[src/hw/rtl/arp_pkg.sv]
`default_nettype none
package arp_pkg;
    localparam int TABLE_ENTRIES_DEF   = 16;
    localparam int PENDING_ENTRIES_DEF = 8;
    localparam int QUEUE_ENTRIES_DEF   = 16;

    localparam logic [47:0] MAC_BCAST  = 48'hFFFF_FFFF_FFFF;
    localparam logic [15:0] ETH_IPV4   = 16'h0800;
    localparam logic [15:0] ETH_ARP    = 16'h0806;
    localparam logic [15:0] ARP_OP_REQ = 16'd1;
    localparam logic [15:0] ARP_OP_REP = 16'd2;

    localparam logic [1:0] KIND_SEND = 2'd0;
    localparam logic [1:0] KIND_RECV = 2'd1;
    localparam logic [1:0] KIND_TICK = 2'd2;
    localparam logic [1:0] KIND_NONE = 2'd3;

    localparam logic [2:0] OUT_IPV4    = 3'd0;
    localparam logic [2:0] OUT_ARP_REQ = 3'd1;
    localparam logic [2:0] OUT_ARP_REP = 3'd2;
    localparam logic [2:0] OUT_DELIVER = 3'd3;
    localparam logic [2:0] OUT_DROP    = 3'd4;

    localparam logic [1:0] CFG_OWN_MAC  = 2'd0;
    localparam logic [1:0] CFG_OWN_IP   = 2'd1;
    localparam logic [1:0] CFG_LIFETIME = 2'd2;
    localparam logic [1:0] CFG_RETRY    = 2'd3;

    typedef enum logic [3:0] {
        ST_IDLE,
        ST_DECIDE,
        ST_TBL_SCAN,
        ST_TICK_TBL,
        ST_TICK_PND,
        ST_LEARN,
        ST_Q_SCAN,
        ST_PND_CLR,
        ST_EMIT
    } state_t;

    // controller -> datapath
    typedef struct packed {
        logic load;       // capture input item
        logic scan_clr;   // reset scan index/accumulators
        logic scan_inc;   // advance scan index
        logic tbl_scan;   // evaluate table entry at index (find/free/min)
        logic tick_tbl;   // age table entry at index
        logic tick_pnd;   // age pending entry at index (may queue a result)
        logic q_step;     // process queue entry at index
        logic send_do;    // apply send decision
        logic recv_do;    // apply receive decision (front results)
        logic learn_do;   // write table
        logic pnd_clr;    // clear pending for sender ip
        logic emit_pop;   // result taken
    } cmd_t;

    // datapath -> controller
    typedef struct packed {
        logic [1:0] kind;
        logic       tbl_done;
        logic       pnd_done;
        logic       q_done;
        logic       res_valid; // a result is held
        logic       learn_req; // receive path needs learn + flush
    } sts_t;
endpackage
`default_nettype wire

[src/hw/rtl/arp_ctrl.sv]
`default_nettype none
module arp_ctrl
    import arp_pkg::*;
(
    input  wire logic aclk,
    input  wire logic aresetn,
    input  wire logic in_fire,
    input  wire logic out_fire,
    input  sts_t      sts,
    output cmd_t      cmd,
    output state_t    state,
    output logic      busy
);
    state_t state_reg, state_next, ret_reg, ret_next;

    always_ff @(posedge aclk) begin
        if (!aresetn) begin
            state_reg <= ST_IDLE;
            ret_reg   <= ST_IDLE;
        end else begin
            state_reg <= state_next;
            ret_reg   <= ret_next;
        end
    end

    assign state = state_reg;
    assign busy  = (state_reg != ST_IDLE);

    // next state; any pending result is drained in ST_EMIT before continuing
    always_comb begin
        state_next = state_reg;
        ret_next   = ret_reg;
        case (state_reg)
            ST_IDLE: if (in_fire) state_next = ST_TBL_SCAN;
            ST_TBL_SCAN: begin
                if (sts.tbl_done)
                    state_next = (sts.kind == KIND_TICK) ? ST_TICK_TBL : ST_DECIDE;
            end
            ST_DECIDE: begin
                if (sts.learn_req) ret_next = ST_LEARN;
                else               ret_next = ST_IDLE;
                state_next = ST_EMIT;
            end
            ST_TICK_TBL: if (sts.tbl_done) state_next = ST_TICK_PND;
            ST_TICK_PND: begin
                if (sts.res_valid) begin
                    ret_next   = ST_TICK_PND;
                    state_next = ST_EMIT;
                end else if (sts.pnd_done) begin
                    state_next = ST_IDLE;
                end
            end
            ST_LEARN: state_next = ST_Q_SCAN;
            ST_Q_SCAN: begin
                if (sts.res_valid) begin
                    ret_next   = ST_Q_SCAN;
                    state_next = ST_EMIT;
                end else if (sts.q_done) begin
                    state_next = ST_PND_CLR;
                end
            end
            ST_PND_CLR: state_next = ST_IDLE;
            ST_EMIT: begin
                if (!sts.res_valid) state_next = ret_reg;
            end
            default: state_next = ST_IDLE;
        endcase
    end

    always_comb begin
        cmd = '0;
        case (state_reg)
            ST_IDLE: begin
                cmd.load     = in_fire;
                cmd.scan_clr = 1'b1;
            end
            ST_TBL_SCAN: begin
                cmd.tbl_scan = 1'b1;
                cmd.scan_inc = !sts.tbl_done;
                cmd.scan_clr = sts.tbl_done;
            end
            ST_DECIDE: begin
                cmd.send_do = (sts.kind == KIND_SEND);
                cmd.recv_do = (sts.kind == KIND_RECV);
            end
            ST_TICK_TBL: begin
                cmd.tick_tbl = 1'b1;
                cmd.scan_inc = !sts.tbl_done;
                cmd.scan_clr = sts.tbl_done;
            end
            ST_TICK_PND: begin
                if (!sts.res_valid) begin
                    cmd.tick_pnd = 1'b1;
                    cmd.scan_inc = 1'b1;
                end
            end
            ST_LEARN: begin
                cmd.learn_do = 1'b1;
                cmd.scan_clr = 1'b1;
            end
            ST_Q_SCAN: begin
                if (!sts.res_valid) begin
                    cmd.q_step   = 1'b1;
                    cmd.scan_inc = 1'b1;
                end
            end
            ST_PND_CLR: cmd.pnd_clr = 1'b1;
            ST_EMIT: cmd.emit_pop = out_fire;
            default: cmd = '0;
        endcase
    end

    property p_load_idle;
        @(posedge aclk) disable iff (!aresetn) cmd.load |-> state_reg == ST_IDLE;
    endproperty
    a_load_idle: assert property (p_load_idle) else $error("load outside idle");

    property p_pop_emit;
        @(posedge aclk) disable iff (!aresetn) cmd.emit_pop |-> state_reg == ST_EMIT;
    endproperty
    a_pop_emit: assert property (p_pop_emit) else $error("result pop outside emit");

    property p_start;
        @(posedge aclk) disable iff (!aresetn)
            (state_reg == ST_IDLE && in_fire) |=> state_reg == ST_TBL_SCAN;
    endproperty
    a_start: assert property (p_start) else $error("accept did not start scan");
endmodule
`default_nettype wire

[src/hw/rtl/arp_dp.sv]
`default_nettype none
module arp_dp
    import arp_pkg::*;
#(
    parameter int TABLE_ENTRIES   = TABLE_ENTRIES_DEF,
    parameter int PENDING_ENTRIES = PENDING_ENTRIES_DEF,
    parameter int QUEUE_ENTRIES   = QUEUE_ENTRIES_DEF
)(
    input  wire logic        aclk,
    input  wire logic        aresetn,
    input  cmd_t             cmd,
    output sts_t             sts,
    input  wire logic        cfg_we,
    input  wire logic [1:0]  cfg_idx,
    input  wire logic [47:0] cfg_data,
    input  wire logic [1:0]  in_kind,
    input  wire logic [31:0] in_next_hop_ip,
    input  wire logic [15:0] in_datagram_id,
    input  wire logic [47:0] in_frame_dst_mac,
    input  wire logic [15:0] in_ether_type,
    input  wire logic        in_payload_ok,
    input  wire logic [15:0] in_arp_opcode,
    input  wire logic [31:0] in_sender_ip,
    input  wire logic [47:0] in_sender_mac,
    input  wire logic [31:0] in_target_ip,
    input  wire logic [47:0] in_target_mac,
    input  wire logic [15:0] in_elapsed_ms,
    input  wire logic        tick_more,   // pending scan still has entries
    output logic [2:0]       res_kind,
    output logic [47:0]      res_mac,
    output logic [31:0]      res_ip,
    output logic [15:0]      res_id,
    output logic             res_last
);
    localparam int TW = (TABLE_ENTRIES > 1) ? $clog2(TABLE_ENTRIES) : 1;
    localparam int PW = (PENDING_ENTRIES > 1) ? $clog2(PENDING_ENTRIES) : 1;
    localparam int QW = (QUEUE_ENTRIES > 1) ? $clog2(QUEUE_ENTRIES) : 1;
    localparam int MX = (TABLE_ENTRIES > QUEUE_ENTRIES) ?
        ((TABLE_ENTRIES > PENDING_ENTRIES) ? TABLE_ENTRIES : PENDING_ENTRIES) :
        ((QUEUE_ENTRIES > PENDING_ENTRIES) ? QUEUE_ENTRIES : PENDING_ENTRIES);
    localparam int SW = $clog2(MX + 1);
    localparam int CW = $clog2(QUEUE_ENTRIES + 1);

    // configuration
    logic [47:0] own_mac_reg;
    logic [31:0] own_ip_reg;
    logic [15:0] life_reg, retry_reg;
    always_ff @(posedge aclk) begin
        if (!aresetn) begin
            own_mac_reg <= '0;
            own_ip_reg  <= '0;
            life_reg    <= 16'd30000;
            retry_reg   <= 16'd5000;
        end else if (cfg_we) begin
            case (cfg_idx)
                CFG_OWN_MAC:  own_mac_reg <= cfg_data;
                CFG_OWN_IP:   own_ip_reg  <= cfg_data[31:0];
                CFG_LIFETIME: life_reg    <= cfg_data[15:0];
                CFG_RETRY:    retry_reg   <= cfg_data[15:0];
                default: ;
            endcase
        end
    end

    // captured item
    logic [1:0]  kind_reg;
    logic [31:0] nh_reg, sip_reg, tip_reg;
    logic [15:0] id_reg, et_reg, op_reg, el_reg;
    logic [47:0] fdst_reg, smac_reg, tmac_reg;
    logic        pok_reg;
    always_ff @(posedge aclk) begin
        if (cmd.load) begin
            kind_reg <= in_kind;         nh_reg  <= in_next_hop_ip;
            id_reg   <= in_datagram_id;  fdst_reg <= in_frame_dst_mac;
            et_reg   <= in_ether_type;   pok_reg <= in_payload_ok;
            op_reg   <= in_arp_opcode;   sip_reg <= in_sender_ip;
            smac_reg <= in_sender_mac;   tip_reg <= in_target_ip;
            tmac_reg <= in_target_mac;   el_reg  <= in_elapsed_ms;
        end
    end

    // storage
    logic [TABLE_ENTRIES-1:0]   tv_reg;
    logic [31:0] tip_mem [TABLE_ENTRIES];
    logic [47:0] tmac_mem [TABLE_ENTRIES];
    logic [15:0] tttl_mem [TABLE_ENTRIES];
    logic [PENDING_ENTRIES-1:0] pv_reg;
    logic [31:0] pip_mem [PENDING_ENTRIES];
    logic [15:0] pttl_mem [PENDING_ENTRIES];
    logic [31:0] qip_mem [QUEUE_ENTRIES];
    logic [15:0] qh_mem [QUEUE_ENTRIES];
    logic [CW-1:0] qcnt_reg;

    // scan index and accumulators
    logic [SW-1:0] idx_reg;
    logic [CW-1:0] wr_reg;      // compaction write pointer
    logic          thit_reg, tfree_reg;
    logic [TW-1:0] thit_idx_reg, tfree_idx_reg, tmin_idx_reg;
    logic [15:0]   tmin_reg;

    logic [TW-1:0] ti;
    logic [PW-1:0] pi;
    logic [QW-1:0] qi;
    assign ti = idx_reg[TW-1:0];
    assign pi = idx_reg[PW-1:0];
    assign qi = idx_reg[QW-1:0];

    logic tbl_done, pnd_done, q_done;
    assign tbl_done = (idx_reg == SW'(TABLE_ENTRIES - 1));
    assign pnd_done = (idx_reg >= SW'(PENDING_ENTRIES));
    assign q_done   = (idx_reg >= SW'(qcnt_reg));

    // pending lookup (one comparator per pending entry, parallel)
    logic          pfind, pfree;
    logic [PW-1:0] pfind_idx, pfree_idx;
    logic [31:0]   lookup_ip;
    assign lookup_ip = (kind_reg == KIND_SEND) ? nh_reg : sip_reg;
    always_comb begin
        pfind = 1'b0; pfree = 1'b0; pfind_idx = '0; pfree_idx = '0;
        for (int i = PENDING_ENTRIES - 1; i >= 0; i--) begin
            if (pv_reg[i] && pip_mem[i] == lookup_ip) begin
                pfind = 1'b1; pfind_idx = PW'(i);
            end
            if (!pv_reg[i]) begin
                pfree = 1'b1; pfree_idx = PW'(i);
            end
        end
    end

    // receive classification
    logic rx_ok, is_req, is_rep;
    assign rx_ok  = (fdst_reg == own_mac_reg || fdst_reg == MAC_BCAST) && pok_reg;
    assign is_req = op_reg == ARP_OP_REQ && tip_reg == own_ip_reg;
    assign is_rep = op_reg == ARP_OP_REP && tmac_reg == own_mac_reg;
    logic learn_req;
    assign learn_req = (kind_reg == KIND_RECV) && rx_ok && et_reg == ETH_ARP &&
                       (is_req || is_rep);

    // single result holding register
    logic        rv_reg;
    logic [2:0]  rk_reg;
    logic [47:0] rm_reg;
    logic [31:0] ri_reg;
    logic [15:0] rd_reg;
    logic        rl_reg;

    // last-result bookkeeping for scans: queue tail matches, tick tail requests
    logic q_any_after, p_any_after;
    always_comb begin
        q_any_after = 1'b0;
        for (int i = 0; i < QUEUE_ENTRIES; i++)
            if (SW'(i) > idx_reg && CW'(i) < qcnt_reg && qip_mem[i] == sip_reg)
                q_any_after = 1'b1;
        p_any_after = 1'b0;
        for (int i = 0; i < PENDING_ENTRIES; i++)
            if (SW'(i) > idx_reg && pv_reg[i] && pttl_mem[i] <= el_reg)
                p_any_after = 1'b1;
    end

    // any queued match at all (for the reply's last flag)
    logic q_any_after_all;
    always_comb begin
        q_any_after_all = 1'b0;
        for (int i = 0; i < QUEUE_ENTRIES; i++)
            if (CW'(i) < qcnt_reg && qip_mem[i] == sip_reg) q_any_after_all = 1'b1;
    end

    always_ff @(posedge aclk) begin
        if (!aresetn) begin
            tv_reg   <= '0;
            pv_reg   <= '0;
            qcnt_reg <= '0;
            rv_reg   <= 1'b0;
            idx_reg  <= '0;
        end else begin
            if (cmd.emit_pop) rv_reg <= 1'b0;
            if (cmd.scan_clr) begin
                idx_reg <= '0;
                wr_reg  <= '0;
            end else if (cmd.scan_inc) begin
                idx_reg <= idx_reg + SW'(1);
            end
            if (cmd.load) begin
                thit_reg <= 1'b0; tfree_reg <= 1'b0; tmin_idx_reg <= '0;
                tmin_reg <= 16'hFFFF;
            end
            if (cmd.tbl_scan) begin
                if (tv_reg[ti] && tip_mem[ti] == lookup_ip && !thit_reg) begin
                    thit_reg <= 1'b1; thit_idx_reg <= ti;
                end
                if (!tv_reg[ti] && !tfree_reg) begin
                    tfree_reg <= 1'b1; tfree_idx_reg <= ti;
                end
                if (idx_reg == '0 || tttl_mem[ti] < tmin_reg) begin
                    tmin_reg <= tttl_mem[ti]; tmin_idx_reg <= ti;
                end
            end
            if (cmd.tick_tbl && tv_reg[ti]) begin
                if (tttl_mem[ti] <= el_reg) tv_reg[ti] <= 1'b0;
                else tttl_mem[ti] <= tttl_mem[ti] - el_reg;
            end
            if (cmd.tick_pnd && !pnd_done && pv_reg[pi]) begin
                if (pttl_mem[pi] <= el_reg) begin
                    pttl_mem[pi] <= retry_reg;
                    rv_reg <= 1'b1; rk_reg <= OUT_ARP_REQ;
                    rm_reg <= MAC_BCAST; ri_reg <= pip_mem[pi];
                    rd_reg <= '0; rl_reg <= !p_any_after;
                end else begin
                    pttl_mem[pi] <= pttl_mem[pi] - el_reg;
                end
            end
            // the holding register is already empty when a decision is applied
            if (cmd.send_do) begin
                if (thit_reg) begin
                    rv_reg <= 1'b1; rk_reg <= OUT_IPV4; rm_reg <= tmac_mem[thit_idx_reg];
                    ri_reg <= nh_reg; rd_reg <= id_reg; rl_reg <= 1'b1;
                end else if (qcnt_reg >= CW'(QUEUE_ENTRIES) || (!pfind && !pfree)) begin
                    rv_reg <= 1'b1; rk_reg <= OUT_DROP; rm_reg <= '0;
                    ri_reg <= nh_reg; rd_reg <= id_reg; rl_reg <= 1'b1;
                end else begin
                    if (!pfind) begin
                        pv_reg[pfree_idx]   <= 1'b1;
                        pip_mem[pfree_idx]  <= nh_reg;
                        pttl_mem[pfree_idx] <= retry_reg;
                        rv_reg <= 1'b1; rk_reg <= OUT_ARP_REQ; rm_reg <= MAC_BCAST;
                        ri_reg <= nh_reg; rd_reg <= '0; rl_reg <= 1'b1;
                    end
                    qip_mem[qcnt_reg[QW-1:0]] <= nh_reg;
                    qh_mem[qcnt_reg[QW-1:0]]  <= id_reg;
                    qcnt_reg <= qcnt_reg + CW'(1);
                end
            end
            if (cmd.recv_do) begin
                if (rx_ok && et_reg == ETH_IPV4) begin
                    rv_reg <= 1'b1; rk_reg <= OUT_DELIVER; rm_reg <= '0;
                    ri_reg <= '0; rd_reg <= id_reg; rl_reg <= 1'b1;
                end else if (rx_ok && et_reg == ETH_ARP && is_req) begin
                    rv_reg <= 1'b1; rk_reg <= OUT_ARP_REP; rm_reg <= smac_reg;
                    ri_reg <= sip_reg; rd_reg <= '0;
                    rl_reg <= !q_any_after_all;
                end
            end
            if (cmd.learn_do) begin
                if (thit_reg) begin
                    tip_mem[thit_idx_reg] <= sip_reg; tmac_mem[thit_idx_reg] <= smac_reg;
                    tttl_mem[thit_idx_reg] <= life_reg;
                end else if (tfree_reg) begin
                    tv_reg[tfree_idx_reg] <= 1'b1;
                    tip_mem[tfree_idx_reg] <= sip_reg; tmac_mem[tfree_idx_reg] <= smac_reg;
                    tttl_mem[tfree_idx_reg] <= life_reg;
                end else begin
                    tip_mem[tmin_idx_reg] <= sip_reg; tmac_mem[tmin_idx_reg] <= smac_reg;
                    tttl_mem[tmin_idx_reg] <= life_reg;
                end
            end
            if (cmd.q_step) begin
                if (q_done) begin
                    qcnt_reg <= wr_reg;
                end else if (qip_mem[qi] == sip_reg) begin
                    rv_reg <= 1'b1; rk_reg <= OUT_IPV4; rm_reg <= smac_reg;
                    ri_reg <= sip_reg; rd_reg <= qh_mem[qi]; rl_reg <= !q_any_after;
                end else begin
                    qip_mem[wr_reg[QW-1:0]] <= qip_mem[qi];
                    qh_mem[wr_reg[QW-1:0]]  <= qh_mem[qi];
                    wr_reg <= wr_reg + CW'(1);
                end
            end
            if (cmd.pnd_clr && pfind) pv_reg[pfind_idx] <= 1'b0;
        end
    end

    assign sts.kind      = kind_reg;
    assign sts.tbl_done  = tbl_done;
    assign sts.pnd_done  = pnd_done && !tick_more;
    assign sts.q_done    = q_done && qcnt_reg == wr_reg;
    assign sts.res_valid = rv_reg;
    assign sts.learn_req = learn_req;

    assign res_kind = rk_reg;
    assign res_mac  = rm_reg;
    assign res_ip   = ri_reg;
    assign res_id   = rd_reg;
    assign res_last = rl_reg;

    property p_qcnt;
        @(posedge aclk) disable iff (!aresetn) qcnt_reg <= CW'(QUEUE_ENTRIES);
    endproperty
    a_qcnt: assert property (p_qcnt) else $error("queue count overflow");

    property p_wr;
        @(posedge aclk) disable iff (!aresetn) cmd.q_step |-> wr_reg <= qcnt_reg;
    endproperty
    a_wr: assert property (p_wr) else $error("compaction pointer ahead of read");

    property p_nores_scan;
        @(posedge aclk) disable iff (!aresetn) (cmd.q_step || cmd.tick_pnd) |-> !rv_reg;
    endproperty
    a_nores_scan: assert property (p_nores_scan) else $error("scan overwrote result");
endmodule
`default_nettype wire

[src/hw/rtl/arp_resolver_cache.sv]
`default_nettype none
// Channel | Direction | Handshake             | Payload
// s_      | in        | s_valid / s_ready     | one item (send, frame, tick)
// m_      | out       | m_valid / m_ready     | one result, m_last on final
// cfg_    | in        | cfg_we                | cfg_index, cfg_data
// One transaction at a time; s_ready is high only while the controller is idle.
// Send/receive: table walk, decide, then emit.
// Accepted ARP adds learn, a queue walk and a pending clear.
// Tick: table walk, table aging walk, then pending walk.
// Each scan result is emitted before the walk goes on; m_ready low halts the walk in place.
// aresetn clears valid bits, queue count and control state; no clearing pass.
module arp_resolver_cache
    import arp_pkg::*;
#(
    parameter int TABLE_ENTRIES   = TABLE_ENTRIES_DEF,
    parameter int PENDING_ENTRIES = PENDING_ENTRIES_DEF,
    parameter int QUEUE_ENTRIES   = QUEUE_ENTRIES_DEF
)(
    input  wire logic        aclk,
    input  wire logic        aresetn,
    input  wire logic        cfg_we,
    input  wire logic [1:0]  cfg_index,
    input  wire logic [47:0] cfg_data,
    input  wire logic        s_valid,
    output logic             s_ready,
    input  wire logic [1:0]  s_kind,
    input  wire logic [31:0] s_next_hop_ip,
    input  wire logic [15:0] s_datagram_id,
    input  wire logic [47:0] s_frame_dst_mac,
    input  wire logic [15:0] s_ether_type,
    input  wire logic        s_payload_ok,
    input  wire logic [15:0] s_arp_opcode,
    input  wire logic [31:0] s_sender_ip,
    input  wire logic [47:0] s_sender_mac,
    input  wire logic [31:0] s_target_ip,
    input  wire logic [47:0] s_target_mac,
    input  wire logic [15:0] s_elapsed_ms,
    output logic             m_valid,
    input  wire logic        m_ready,
    output logic [2:0]       m_out_kind,
    output logic [47:0]      m_dst_mac,
    output logic [31:0]      m_out_target_ip,
    output logic [15:0]      m_out_datagram_id,
    output logic             m_last
);
    cmd_t   cmd;
    sts_t   sts;
    state_t state;
    logic   busy, in_fire, out_fire;

    assign s_ready  = !busy;
    assign in_fire  = s_valid && s_ready;
    assign m_valid  = (state == ST_EMIT) && sts.res_valid;
    assign out_fire = m_valid && m_ready;

    arp_ctrl u_ctrl (
        .aclk(aclk), .aresetn(aresetn), .in_fire(in_fire), .out_fire(out_fire),
        .sts(sts), .cmd(cmd), .state(state), .busy(busy)
    );

    arp_dp #(
        .TABLE_ENTRIES(TABLE_ENTRIES), .PENDING_ENTRIES(PENDING_ENTRIES),
        .QUEUE_ENTRIES(QUEUE_ENTRIES)
    ) u_dp (
        .aclk(aclk), .aresetn(aresetn), .cmd(cmd), .sts(sts),
        .cfg_we(cfg_we), .cfg_idx(cfg_index), .cfg_data(cfg_data),
        .in_kind(s_kind), .in_next_hop_ip(s_next_hop_ip),
        .in_datagram_id(s_datagram_id), .in_frame_dst_mac(s_frame_dst_mac),
        .in_ether_type(s_ether_type), .in_payload_ok(s_payload_ok),
        .in_arp_opcode(s_arp_opcode), .in_sender_ip(s_sender_ip),
        .in_sender_mac(s_sender_mac), .in_target_ip(s_target_ip),
        .in_target_mac(s_target_mac), .in_elapsed_ms(s_elapsed_ms),
        .tick_more(1'b0),
        .res_kind(m_out_kind), .res_mac(m_dst_mac), .res_ip(m_out_target_ip),
        .res_id(m_out_datagram_id), .res_last(m_last)
    );
endmodule
`default_nettype wire

[config.mk]
export PLATFORM = sky130hd
export DESIGN_NAME = arp_resolver_cache
export DESIGN_NICKNAME = d
export VERILOG_FILES = /design/src/hw/rtl/arp_pkg.sv /design/src/hw/rtl/arp_ctrl.sv /design/src/hw/rtl/arp_dp.sv /design/src/hw/rtl/arp_resolver_cache.sv
export SDC_FILE = /design/constraint.sdc
export NUM_CORES = 2
export LEC_CHECK = 0
export BUFFER_PORTS_ARGS = -buffer_cell sky130_fd_sc_hd__buf_2
export CORE_MARGIN = 5
export CORE_UTILIZATION = 40
export DETAILED_ROUTE_END_ITERATION = 10
export HOLD_SLACK_MARGIN = 0.05
export REMOVE_ABC_BUFFERS = 1
export SLEW_MARGIN = 40
export SYNTH_ARGS = -nofsm -noshare
export SYNTH_HDL_FRONTEND = slang
export SYNTH_HIERARCHICAL = 1
export SYNTH_SLANG_ARGS = --single-unit
[constraint.sdc]
create_clock -name aclk -period 10.1 [get_ports aclk]
set_clock_uncertainty 0.15 [all_clocks]
set_input_delay 1.515 -clock aclk [delete_from_list [all_inputs] [get_ports aclk]]
set_output_delay 1.515 -clock aclk [all_outputs]
set_load 0.05 [all_outputs]
==> reports/results.tsv <==
metric	value	unit
status	finished clean	
total_power	38.1	mW
viasPerCell	6.21	
num_rows	231	
reg2reg_to	u_dp/tttl_mem[4][9]$_DFFE_PP_	
root_buffer	clkbuf_16	
vias	102000	
place_inst	15700	
grt_overflow_total	0	
syn_avg_cell_area	15.2	sq um
cts_setup_buffers	0	
path_class	reg -> reg	
yosys.area.top_type	edfxtp_1	
setup_viol	0	
syn_inst	10400	
yosysWarnings	6	
synthTopCellsByArea	edfxtp_1 59%, mux4_2 11%, mux2_2 6.0%	
cts_num_sinks	3292	
gp_congestion	0.999	
grt_pass1_vias	99700	
maxSlewHeadroom	0.325	
antenna_found_initial	53	
whs	306	ps
worstSetupStartpointType	flip-flop	
cts_hold_buf	0	
peakVddDrop	192	uV
slew_viol_final	0	
drt_pass1_iterations	7	
cp_max_fo	30	
worst_pin_slew	1000	ps
drc_errors	0	
grt_max_degree	118	
hold_violations	0	
synthesis.area	0.158	sq mm
cpMostUsedCell	o21ai_0	
ys_async_sr_fraction	0	
crit_arrival	7960	ps
endpoint	u_dp/tttl_mem[4][9]$_DFFE_PP_	
max_stage_delay	650	ps
worstPathRequired	10620	ps
fillerInstances	34500	
clock_latency	970	ps
period_minus_slack	7440	ps
reg2reg_slack	2660	ps
final_cells	16400	
first_iter_violations	13500	
cap_violations	0	
dieHeight	639	um
portBuffers	463	
htreeDepth	5	
clockBufferDepth	4	
synth-edff-count	3130	
tritoncts.num_buffers	361	
ys_seq_elements	3292	
place_ws	2720	ps
die_w	639	um
final.setup.tns	0	ps
finalCritPeriodShare	0.736	
wl_per_cell	36.2	um
cellPowerDensity	211	mW/mm^2
top_register	u_dp/tmac_mem	
ys_types	113	
placed_area	0.168	sq mm
max_freq	134	MHz
endpoint_kind	flip-flop	
ys_seq_area_frac	0.614	
path_clk_slew	60	ps
synth_top_area_frac	0.593	
fin_nets	11400	
grt_usage	0.282	
cts_tree	yes	
die_area	0.409	sq mm
leakage	58.2	nW
area_delta_synth_final	13.7	%
largest_register_ffs	768	
routed_wl	594000	um
start_util	0.401	
grt_pass1_wl	813000	um
ant_nets	0	
min_path_type	reg -> reg	
core_area	0.395	sq mm
drive_gt1_frac	0.283	
crit_chain	buf_4 > buf_4 > mux4_2 > mux4_2 > ha_1 > nor2b_1 > o21ai_0 > a21oi_1 > o21ai_0 > a21oi_1 > o21ai_0 > a31oi_1 > o21ai_0 > a211o_1 > or2_2 > o21ai_2 > buf_4	
pin_count	464	
crit_path_top_delay_cell	buf_4	
hpwl	400000	um
ys.flop_type	edfxtp_1	
rsz0062_at_grt	no	
ctsResizeCount	0	
reg2reg_depth	17	
fin_ws	2660	ps
stdcell_area	0.180	sq mm
final_util	0.456	
kinds of logic (layout without fill, tap and decap cells):
group                      Yosys count  count (layout)  share of synthesized area
buffers and inverters              943            1651                     0.0256
AOI/OAI and AO/OA                 1355            1355                     0.0515
DFF                               3292            3292                      0.614
and+or+nand+nor                   1860            1860                     0.0581
muxes                             1797            1797                      0.180
xor gates and xnor gates           999             999                     0.0552
other                                1              23                  0.0000237
adders and majority gates          194             194                     0.0154
critical path, delay by kind of cell (launching register included):
family | cells | cell delay [ps]
buffers and inverters | 3 | 1570
DFF | 1 | 570
muxes | 2 | 1140
and+or+nand+nor | 2 | 580
AOI/OAI and AO/OA | 9 | 2620
adders and majority gates | 1 | 400
per-layer routing:
layer / vias to the layer above / GRT usage / part of all wire
met4: 10 / 0.131 / 0.054
met5: - / 0 / 0.00010
met3: 1223 / 0.0591 / 0.094
met2: 6097 / 0.446 / 0.46
li1: 41500 / - / -
met1: 53100 / 0.374 / 0.39
cells in the final DEF (no fill, tap or decap), types with 122 or more instances in the layout:
master / instances
nor2_1: 326
clkbuf_16: 371
inv_1: 139
nor4_1: 122
dfxtp_1: 152
nand2_1: 726
xnor2_1: 623
mux2i_1: 178
a21oi_1: 385
xor2_1: 361
edfxtp_1: 3130
mux2_2: 839
mux4_2: 740
buf_4: 287
buf_2: 463
o21ai_0: 452
ha_1: 192
nand4_1: 203
power breakdown:
group / internal (mW) / switching, mW / total [mW]
clock: 7.66 / 5.68 / 13.3
sequential: 16.2 / 0.661 / 16.9
combinational: 2.63 / 5.22 / 7.85
area by class of cell:
cell class | instances | area [sq um] | area share
sequential | 3292 | 97300 | 0.540
multi-input combinational | 6206 | 58200 | 0.323
clock buffer | 452 | 9670 | 0.0536
tap | 5242 | 6560 | 0.0364
timing repair buffer | 821 | 5600 | 0.0311
clock inverter | 205 | 2130 | 0.0118
inverter | 173 | 759 | 0.00421
antenna | 22 | 55.1 | 0.000305
cells in the mapped netlist (all sizes together) (16+ instances only):
master,instances
and3,22
nand2b,43
nor4,143
a22oi,31
or4,20
mux4,746
mux2i,204
a31oi,22
edfxtp,3130
a221oi,20
xor2,367
nor2,333
ha,192
and2,34
nand4,215
xnor2,632
o31ai,23
a21oi,399
nor2b,67
o21bai,16
or2,19
a2111oi,23
a211oi,26
nand3,85
nand2,728
inv,162
o22ai,48
a21o,34
mux2,847
o21ai,496
nor3,62
o221ai,21
dfxtp,162
clkbuf,441
o211ai,71
buf,329
worst min path at each step:
stage	slack, ps	from	endpoint	cells after the start
floorplan	290	u_dp/own_ip_reg[16]$_SDFFE_PN0P_	u_dp/own_ip_reg[16]$_SDFFE_PN0P_	2
global placement	300	u_dp/own_ip_reg[2]$_SDFFE_PN0P_	u_dp/own_ip_reg[2]$_SDFFE_PN0P_	2
detailed placement	300	u_dp/own_ip_reg[16]$_SDFFE_PN0P_	u_dp/own_ip_reg[16]$_SDFFE_PN0P_	2
CTS	310	u_dp/own_ip_reg[16]$_SDFFE_PN0P_	u_dp/own_ip_reg[16]$_SDFFE_PN0P_	2
global route	340	u_dp/own_ip_reg[17]$_SDFFE_PN0P_	u_dp/own_ip_reg[17]$_SDFFE_PN0P_	2
finish	310	u_dp/own_ip_reg[16]$_SDFFE_PN0P_	u_dp/own_ip_reg[16]$_SDFFE_PN0P_	2
(Power assumes the default switching activity.)
